**config.mk**
```make
export PLATFORM = sky130hd
export DESIGN_NAME = software_timer_bank_core
export DESIGN_NICKNAME = d
export VERILOG_FILES = /design/src/hdl/stb_pkg.sv /design/src/hdl/stb_cell.sv /design/src/hdl/stb_head.sv /design/src/hdl/software_timer_bank_core.sv
export VERILOG_INCLUDE_DIRS = /design/src /design/src/hdl
export SDC_FILE = /design/constraint.sdc
export NUM_CORES = 2
export LEC_CHECK = 0
export BUFFER_PORTS_ARGS = -buffer_cell sky130_fd_sc_hd__buf_4
export CELL_PAD_IN_SITES_DETAIL_PLACEMENT = 0
export CELL_PAD_IN_SITES_GLOBAL_PLACEMENT = 2
export CORE_AREA = 3 3 449 451
export DETAILED_ROUTE_END_ITERATION = 7
export DIE_AREA = 0 0 452 454
export PLACE_DENSITY = 0.74
export SLEW_MARGIN = 20
export SYNTH_ARGS = -nofsm -noshare
export SYNTH_HDL_FRONTEND = slang
export SYNTH_SLANG_ARGS = --single-unit
export TNS_END_PERCENT = 10
```
**constraint.sdc**
```tcl
create_clock -name clk -period 5 [get_ports clk]
set_clock_uncertainty 0.05 [all_clocks]
set_input_delay 0.25 -clock clk [delete_from_list [all_inputs] [get_ports clk]]
set_output_delay 0.25 -clock clk [all_outputs]
set_load 0.03 [all_outputs]
```
**src/hdl/software_timer_bank_core_defines.svh**
```systemverilog
// ---------------------------------------------------------------------------
// Software timer bank assertion macros
// Shared concurrent assertion forms, clocked on clk.
// ---------------------------------------------------------------------------
`ifndef SOFTWARE_TIMER_BANK_CORE_DEFINES_SVH
`define SOFTWARE_TIMER_BANK_CORE_DEFINES_SVH

// Checked only outside reset.
`define STB_ASSERT(label, prop, msg) \
  label: assert property (@(posedge clk) disable iff (!rst_n) prop) \
    else $error(msg);

// Checked at every edge, reset included.
`define STB_ASSERT_ANY(label, prop, msg) \
  label: assert property (@(posedge clk) prop) else $error(msg);

`endif

```
**src/hdl/stb_pkg.sv**
```systemverilog
// ---------------------------------------------------------------------------
// Software timer bank package
// Sizes, codes and record types shared by the timer bank modules.
// ---------------------------------------------------------------------------
`timescale 1ns / 1ps

package stb_pkg;

  localparam int NUM_SLOTS    = 16;
  localparam int BANK_CAP     = 16;
  localparam int ACTIVE_SLOTS = (NUM_SLOTS < BANK_CAP) ? NUM_SLOTS : BANK_CAP;
  localparam int IDX_W        = (ACTIVE_SLOTS > 1) ? $clog2(ACTIVE_SLOTS) : 1;
  localparam int CNT_W        = IDX_W + 1;
  localparam int SLOT_W       = 4;
  localparam int WORD_W       = 32;
  localparam int IN_DATA_W    = 72;
  localparam int IN_USER_W    = 3;
  localparam int OUT_DATA_W   = 80;
  localparam int OUT_USER_W   = 2;

  typedef enum logic [2:0] {
    OP_TICK    = 3'd0,
    OP_SETUP   = 3'd1,
    OP_START   = 3'd2,
    OP_STOP    = 3'd3,
    OP_RESUME  = 3'd4,
    OP_DESTROY = 3'd5,
    OP_QUERY   = 3'd6
  } op_e;

  typedef enum logic [2:0] {
    ST_UNUSED    = 3'd0,
    ST_CREATED   = 3'd1,
    ST_STARTED   = 3'd2,
    ST_STOPPED   = 3'd3,
    ST_DESTROYED = 3'd4
  } slot_state_e;

  typedef enum logic [1:0] {
    EV_EXPIRY = 2'd0,
    EV_QUERY  = 2'd1,
    EV_ACK    = 2'd2
  } ev_kind_e;

  // One timer slot as it travels round the ring.
  typedef struct packed {
    logic [WORD_W-1:0] remaining;
    logic [WORD_W-1:0] first_delay;
    logic [WORD_W-1:0] period;
    slot_state_e       state;
    logic              strict;
  } rec_t;

  typedef struct packed {
    op_e               op;
    logic [SLOT_W-1:0] slot;
    logic [WORD_W-1:0] first_delay;
    logic [WORD_W-1:0] period;
    logic              strict;
  } cmd_t;

  typedef struct packed {
    ev_kind_e          kind;
    logic [SLOT_W-1:0] slot;
    logic              accepted;
    slot_state_e       state;
    logic              strict;
    logic [WORD_W-1:0] delay;
    logic [WORD_W-1:0] period;
  } res_t;

endpackage

```
**src/hdl/stb_cell.sv**
```systemverilog
// ---------------------------------------------------------------------------
// Timer ring cell
// Holds one slot record and passes it to the next cell on every enabled cycle.
// ---------------------------------------------------------------------------
`timescale 1ns / 1ps

module stb_cell (
  input  logic          clk,
  input  logic          rst_n,
  input  logic          en,
  input  stb_pkg::rec_t d,
  output stb_pkg::rec_t q
);
  import stb_pkg::*;

  rec_t rec_r;

  always_ff @(posedge clk) begin
    if (!rst_n) begin
      rec_r <= '0;
    end else if (en) begin
      rec_r <= d;
    end
  end

  assign q = rec_r;

endmodule

```
**src/hdl/stb_head.sv**
```systemverilog
// ---------------------------------------------------------------------------
// Timer ring head
// Applies a tick or a command to the record at the head of the ring and
// forms the result item that it causes.
// ---------------------------------------------------------------------------
`timescale 1ns / 1ps

module stb_head (
  input  stb_pkg::rec_t              rec_i,
  input  stb_pkg::cmd_t              cmd_i,
  input  logic                       tick_i,
  input  logic                       valid_i,
  input  logic [stb_pkg::SLOT_W-1:0] slot_i,
  output stb_pkg::rec_t              rec_o,
  output stb_pkg::res_t              res_o,
  output logic                       emit_o
);
  import stb_pkg::*;

  logic [WORD_W-1:0] dec;
  logic [WORD_W-1:0] reload;
  logic              ok;

  assign dec    = rec_i.remaining - WORD_W'(1);
  assign reload = (rec_i.first_delay != '0) ? rec_i.first_delay : rec_i.period;

  always_comb begin
    rec_o  = rec_i;
    res_o  = '0;
    emit_o = 1'b0;
    ok     = 1'b0;
    if (tick_i) begin
      if (rec_i.state == ST_STARTED && rec_i.remaining != '0) begin
        rec_o.remaining = dec;
        if (dec == '0) begin
          emit_o = 1'b1;
          if (rec_i.period != '0) begin
            rec_o.remaining = rec_i.period;
          end else begin
            rec_o.state = ST_STOPPED;
          end
        end
      end
      res_o.kind     = EV_EXPIRY;
      res_o.slot     = slot_i;
      res_o.accepted = 1'b1;
      res_o.state    = rec_o.state;
      res_o.strict   = rec_i.strict;
    end else if (!valid_i) begin
      // A slot beyond the bank is refused and reports an empty slot.
      res_o.kind = (cmd_i.op == OP_QUERY) ? EV_QUERY : EV_ACK;
      res_o.slot = cmd_i.slot;
    end else begin
      unique case (cmd_i.op)
        OP_SETUP: begin
          rec_o.first_delay = cmd_i.first_delay;
          rec_o.period      = cmd_i.period;
          rec_o.strict      = cmd_i.strict;
          rec_o.remaining   = (cmd_i.first_delay != '0) ? cmd_i.first_delay
                                                        : cmd_i.period;
          rec_o.state       = ST_CREATED;
          ok                = 1'b1;
        end
        OP_START: begin
          if (rec_i.state == ST_CREATED || rec_i.state == ST_STOPPED) begin
            rec_o.remaining = reload;
            rec_o.state     = ST_STARTED;
            ok              = 1'b1;
          end
        end
        OP_STOP: begin
          if (rec_i.state == ST_STARTED) begin
            rec_o.state = ST_STOPPED;
            ok          = 1'b1;
          end
        end
        OP_RESUME: begin
          if (rec_i.state == ST_STOPPED) begin
            rec_o.state = ST_STARTED;
            ok          = 1'b1;
          end
        end
        OP_DESTROY: begin
          if (rec_i.state == ST_STARTED) begin
            rec_o.state = ST_DESTROYED;
            ok          = 1'b1;
          end
        end
        default: begin
        end
      endcase
      res_o.slot   = cmd_i.slot;
      res_o.state  = rec_o.state;
      res_o.strict = rec_o.strict;
      if (cmd_i.op == OP_QUERY) begin
        res_o.kind     = EV_QUERY;
        res_o.accepted = 1'b1;
        res_o.delay    = rec_i.first_delay;
        res_o.period   = rec_i.period;
      end else begin
        res_o.kind     = EV_ACK;
        res_o.accepted = ok;
      end
    end
  end

endmodule

```
**src/hdl/software_timer_bank_core.sv**
```systemverilog
// ---------------------------------------------------------------------------
// Software timer bank core
// Bank of one-shot and periodic timers held in a rotating ring of slot cells.
// ---------------------------------------------------------------------------
// Commands arrive as items on the in_ stream, with the operation in in_tuser.
// Results leave on the out_ stream, with the event kind in out_tuser and
// tlast on the final result that an input item causes.
// The slot records circulate through a ring of cells, one step per cycle;
// all work is done on the record at the head of the ring.
// A command waits until its slot reaches the head and yields one item; a
// command for a slot beyond the bank does not wait and is refused.
// A tick waits for slot 0 and then walks every slot in ascending order,
// and yields one expiry item per slot that ran out, or none. One expiry is
// held back so that the final one can carry tlast.
// One input item is taken at a time; in_tready is high while the core idles.
// While a result waits in the output register and out_tready is low, the
// ring stops turning, so nothing is lost.
// Reset clears every slot to unused with zero counts and settings.
// ---------------------------------------------------------------------------
`timescale 1ns / 1ps
`include "software_timer_bank_core_defines.svh"

module software_timer_bank_core (
  input  logic                           clk,
  input  logic                           rst_n,
  input  logic                           in_tvalid,
  output logic                           in_tready,
  // slot[3:0], first_delay[35:4], period[67:36], strict_class[68]
  input  logic [stb_pkg::IN_DATA_W-1:0]  in_tdata,
  // operation[2:0]
  input  logic [stb_pkg::IN_USER_W-1:0]  in_tuser,
  output logic                           out_tvalid,
  input  logic                           out_tready,
  // slot_out[3:0], accepted[4], state_code[7:5], class_out[8],
  // delay_out[40:9], period_out[72:41]
  output logic [stb_pkg::OUT_DATA_W-1:0] out_tdata,
  // event_kind[1:0]
  output logic [stb_pkg::OUT_USER_W-1:0] out_tuser,
  output logic                           out_tlast
);
  import stb_pkg::*;

  typedef enum logic [1:0] {
    S_IDLE,
    S_CMD,
    S_TICK,
    S_FLUSH
  } fsm_t;

  fsm_t             state_r, state_nxt;
  cmd_t             cmd_r, cmd_nxt;
  logic [IDX_W-1:0] head_r, head_nxt;
  logic [CNT_W-1:0] cnt_r, cnt_nxt;
  logic             out_valid_r, out_valid_nxt;
  logic             out_last_r, out_last_nxt;
  res_t             out_res_r, out_res_nxt;
  logic             pend_v_r, pend_v_nxt;
  res_t             pend_res_r, pend_res_nxt;

  rec_t ring_q [ACTIVE_SLOTS];
  rec_t ring_d [ACTIVE_SLOTS];
  rec_t ring_feed;
  rec_t head_rec;
  res_t head_res;
  logic head_emit;

  logic shift_en;
  logic slot_ok;
  logic at_slot;
  logic at_cnt;
  logic proc;

  assign shift_en = !out_valid_r || out_tready;
  assign slot_ok  = (32'(cmd_r.slot) < ACTIVE_SLOTS);
  assign at_slot  = (cmd_r.slot[IDX_W-1:0] == head_r);
  assign at_cnt   = (cnt_r[IDX_W-1:0] == head_r);
  assign proc     = shift_en &&
                    ((state_r == S_CMD && (!slot_ok || at_slot)) ||
                     (state_r == S_TICK && at_cnt));

  stb_head u_head (
    .rec_i   (ring_q[0]),
    .cmd_i   (cmd_r),
    .tick_i  (state_r == S_TICK),
    .valid_i (slot_ok),
    .slot_i  (SLOT_W'(head_r)),
    .rec_o   (head_rec),
    .res_o   (head_res),
    .emit_o  (head_emit)
  );

  // The head record re-enters the ring at its tail, updated when worked on.
  assign ring_feed = proc ? head_rec : ring_q[0];

  for (genvar i = 0; i < ACTIVE_SLOTS; i++) begin : g_ring
    if (i == ACTIVE_SLOTS - 1) begin : g_tail
      assign ring_d[i] = ring_feed;
    end else begin : g_mid
      assign ring_d[i] = ring_q[i+1];
    end
    stb_cell u_cell (
      .clk   (clk),
      .rst_n (rst_n),
      .en    (shift_en),
      .d     (ring_d[i]),
      .q     (ring_q[i])
    );
  end

  always_comb begin
    state_nxt     = state_r;
    cmd_nxt       = cmd_r;
    head_nxt      = head_r;
    cnt_nxt       = cnt_r;
    out_valid_nxt = out_valid_r && !out_tready;
    out_last_nxt  = out_last_r;
    out_res_nxt   = out_res_r;
    pend_v_nxt    = pend_v_r;
    pend_res_nxt  = pend_res_r;

    if (shift_en) begin
      head_nxt = (head_r == IDX_W'(ACTIVE_SLOTS - 1)) ? '0 : head_r + IDX_W'(1);
    end

    unique case (state_r)
      S_IDLE: begin
        if (in_tvalid) begin
          cmd_nxt.op          = op_e'(in_tuser);
          cmd_nxt.slot        = in_tdata[3:0];
          cmd_nxt.first_delay = in_tdata[35:4];
          cmd_nxt.period      = in_tdata[67:36];
          cmd_nxt.strict      = in_tdata[68];
          cnt_nxt             = '0;
          state_nxt           = (op_e'(in_tuser) == OP_TICK) ? S_TICK : S_CMD;
        end
      end
      S_CMD: begin
        if (proc) begin
          out_valid_nxt = 1'b1;
          out_last_nxt  = 1'b1;
          out_res_nxt   = head_res;
          state_nxt     = S_IDLE;
        end
      end
      S_TICK: begin
        if (proc) begin
          cnt_nxt = cnt_r + CNT_W'(1);
          if (head_emit) begin
            // A newer expiry exists, so the held one is not the last.
            if (pend_v_r) begin
              out_valid_nxt = 1'b1;
              out_last_nxt  = 1'b0;
              out_res_nxt   = pend_res_r;
            end
            pend_v_nxt   = 1'b1;
            pend_res_nxt = head_res;
          end
          if (cnt_r == CNT_W'(ACTIVE_SLOTS - 1)) begin
            state_nxt = S_FLUSH;
          end
        end
      end
      S_FLUSH: begin
        if (shift_en) begin
          if (pend_v_r) begin
            out_valid_nxt = 1'b1;
            out_last_nxt  = 1'b1;
            out_res_nxt   = pend_res_r;
          end
          pend_v_nxt = 1'b0;
          state_nxt  = S_IDLE;
        end
      end
      default: begin
        state_nxt = S_IDLE;
      end
    endcase
  end

  always_ff @(posedge clk) begin
    if (!rst_n) begin
      state_r     <= S_IDLE;
      head_r      <= '0;
      cnt_r       <= '0;
      out_valid_r <= 1'b0;
      pend_v_r    <= 1'b0;
    end else begin
      state_r     <= state_nxt;
      head_r      <= head_nxt;
      cnt_r       <= cnt_nxt;
      out_valid_r <= out_valid_nxt;
      pend_v_r    <= pend_v_nxt;
    end
    cmd_r      <= cmd_nxt;
    out_last_r <= out_last_nxt;
    out_res_r  <= out_res_nxt;
    pend_res_r <= pend_res_nxt;
  end

  assign in_tready  = (state_r == S_IDLE);
  assign out_tvalid = out_valid_r;
  assign out_tlast  = out_last_r;
  assign out_tuser  = out_res_r.kind;
  assign out_tdata  = {7'd0, out_res_r.period, out_res_r.delay, out_res_r.strict,
                       out_res_r.state, out_res_r.accepted, out_res_r.slot};

  `STB_ASSERT(a_ring_holds_on_stall, out_valid_r && !out_tready |=> $stable(head_r), "ring turned while a result was stalled")
  `STB_ASSERT(a_idle_no_pending, state_r == S_IDLE |-> !pend_v_r, "expiry left pending at idle")
  `STB_ASSERT(a_pending_in_tick, pend_v_r |-> state_r == S_TICK || state_r == S_FLUSH, "expiry held outside a tick")
  `STB_ASSERT(a_cnt_bound, state_r == S_TICK |-> cnt_r < CNT_W'(ACTIVE_SLOTS), "tick walk ran past the bank")
  `STB_ASSERT_ANY(a_reset_clears, !rst_n |=> !out_valid_r && state_r == S_IDLE, "reset did not clear the output")

endmodule
```
==> impl_metrics.csv <==
group,metric,value,unit
clocking,post_cts_buffers,0,
die,die_h,454,um
clocking,cts.hold.buffers_added,75,
die,dieWidth,452,um
hold_path,hp-class,"in -> reg",
drt,wirelength,203000,um
placed_design,portBuffers,153,
global_routing,grt_antenna_before_repair,14,
critical_path,critPathArrivalTime,5.08,ns
power,power_frac_comb,0.020,
die,rows,163,
synthesis,synth_edf_count,223,
final_layout,area_delta_synth_final,16.3,%
critical_path,worstSetupStartpointType,"flop",
clocking,numCtsBuffers,199,
global_routing,grt_pass1_wl,309000,um
synthesis,synth-warning-count,0,
synthesis,synth_area_per_cell,8.32,um^2
global_routing,track_usage,0.192,
global_routing,grt_overflow,0,
clocking,cts_tree,"built",
power,switching_share,0.222,
power,pwr-share-seq,0.495,
timing,fmax,217,MHz
clocking,ctsResizeCount,0,
critical_path,critPathMaxFanout,40,
synthesis,synthFlopType,"dfxtp_1",
critical_path,crit_required,5.47,ns
critical_path,endpoint_kind,"flop",
drt,dr.pass1.iters,6,
drt,antenna_left,0,
placed_design,dp_hpwl,125000,um
synthesis,synthArstFlopShare,0,
timing,finalCritPeriodShare,0.922,
timing,grt_setup_unrepaired,"false",
timing,hold_ws,0.0870,ns
power,p_sw,6.76,mW
drt,drc,0,
synthesis,yosysUniqueCellTypes,73,
power,power.internal,23.7,mW
synthesis,syn_area,0.0672,mm^2
clocking,root_buffer,"clkbuf_16",
drt,wire_per_inst,18.8,um
timing,maxSlewHeadroom,0.117,
synthesis,syn_inst,8084,
clocking,h-tree-depth,4,
power,power_density,389,mW/mm^2
final_layout,final_util,0.396,
power,totalPowerFinal,30.4,mW
global_routing,grt_pass1_vias,50100,
timing,setup_violations,0,
clocking,cts.sinks,1836,
timing,worst_slack,0.390,ns
clocking,clk_pin_slew,0.06,ns
synthesis,synth-seq-cells,1836,
final_layout,final_cell_mix,"nand2_1, a21oi_1, dfxtp_1",
flow_run,cap_violations,0,
drt,drt_first_iter_violations,4366,
clocking,clk_path_buf_depth,3,
die,initial_core_util,0.340,
global_routing,grt_max_degree,236,
final_layout,final_layout_size_suffix_gt1_frac,0.0866,
timing,finalCriticalPeriod,4.61,ns
status,outcome,"finished clean",
power,max-vdd-ir-drop,0.309,mV
synthesis,yosysSeqAreaShare,0.580,
die,core_area,0.198,mm^2
final_layout,final_common_cell,"nand2_1",
drt,vias_per_cell,4.96,
die,io_pins,164,
timing,hold_viol,0,
timing,worst_pin_slew,1.31,ns
clocking,clk_latency,0.84,ns
final_layout,nets,8094,
power,power_leakage,25.7,nW
power,pwr-share-clk,0.484,
placed_design,post-place-ws,0.461,ns
placed_design,globalplace.congestion,0.871,
timing,maxSlewViolCount,0,
drt,num_vias,53700,
critical_path,critPathKind,"reg -> reg",
die,die_area,0.205,mm^2
critical path, stage by stage, from the launching register on:
cell     delay, ns
dfxtp_1       0.36
nor4_2        0.80
nand4_1       0.60
nor4_1        0.44
xnor2_1       0.23
and4b_1       0.42
nand3_2       0.15
nor3_1        0.49
buf_4         0.22
o21a_4        0.24
buf_12        0.25
synthesized netlist by cell type (14+ instances only):
library cell  instances  area share
nand2_1            3097        0.17
a21oi_1            1630        0.12
dfxtp_1            1613        0.48
clkbuf_1            586       0.033
edfxtp_1            223        0.10
nor2_1              139      0.0078
a211oi_1             93       0.010
o21ai_0              84      0.0063
and3_1               81      0.0075
mux2_2               68       0.011
mux2i_1              61      0.0091
buf_1                51      0.0028
nor4_1               39      0.0036
nor3_1               30      0.0022
nand3_1              21      0.0016
o221ai_1             20      0.0026
inv_1                19      0.0011
o22ai_1              19      0.0018
nand4_1              16      0.0015
xor2_1               14      0.0018
flip-flops by register name, summed over array words and instances, names as in the netlist:
name / count
pend_res_r: 75
g_ring.u_cell.q: 1600
cnt_r: 5
out_tvalid: 1
pend_v_r: 1
cmd_r: 72
out_tuser: 2
out_tdata: 73
head_r: 4
out_tlast: 1
state_r: 2
stage by stage:
stage | area [um^2] | instances | setup TNS [ns]
floorplan | 67300 | 8090 | -6.14
global placement | 70700 | 10400 | 0
detailed placement | 70800 | 10400 | 0
CTS | 78200 | 10800 | 0
global route | 78200 | 10800 | 0
finish | 78200 | 10800 | 0
kinds of logic after synthesis:
group                    Yosys count  share of synthesized area
XOR/XNOR                          27                    0.00352
adder cells (fa/ha/maj)            6                    0.00112
AO/OA/AOI/OAI                   1922                      0.152
AND/OR/NAND/NOR                 3488                      0.205
buffers and inverters            675                     0.0387
multiplexers                     129                     0.0205
flip-flops                      1836                      0.580
other                              1                  0.0000558
layout make-up:
type                    instances  area, um^2
clock inverters                70         801
repair buffers                372        3420
fillers                     20200      119000
flip-flops and latches       1836       39000
clock buffers                 301        5830
well taps                    2640        3300
diodes                          4        10.0
multi-input cells            5579       25700
inverters                      21        86.3
layer usage:
metal | global-route usage | routed length, um
met1 | 0.272 | 97300
met2 | 0.294 | 89500
met3 | 0.0348 | 10400
met4 | 0.0611 | 5820
met5 | 0 | 0
path summary, 6_finish.rpt:
path | start | endpoint | slack, ns | depth (start not counted)
worst max-delay path | g_ring[0].u_cell.q[78] | out_tdata[10] | 0.39 | 10
worst min-delay path | in_tdata[1] | cmd_r[66] | 0.09 | 2
worst max register to register | g_ring[0].u_cell.q[78] | out_tdata[10] | 0.39 | 10
worst min register to register | g_ring[1].u_cell.q[63] | g_ring[0].u_cell.q[63] | 0.37 | 2
power by group through the flow:
stage	clock network [mW]	registers, mW	logic [mW]
CTS	15.2	15.1	0.627
global placement	0	15.4	0.577
floorplan	0	15.3	0.349
finish	14.7	15.1	0.622
detailed placement	0	15.4	0.577
global route	15.8	15.1	0.671
No activity file was read; power rests on OpenSTA's default activity.
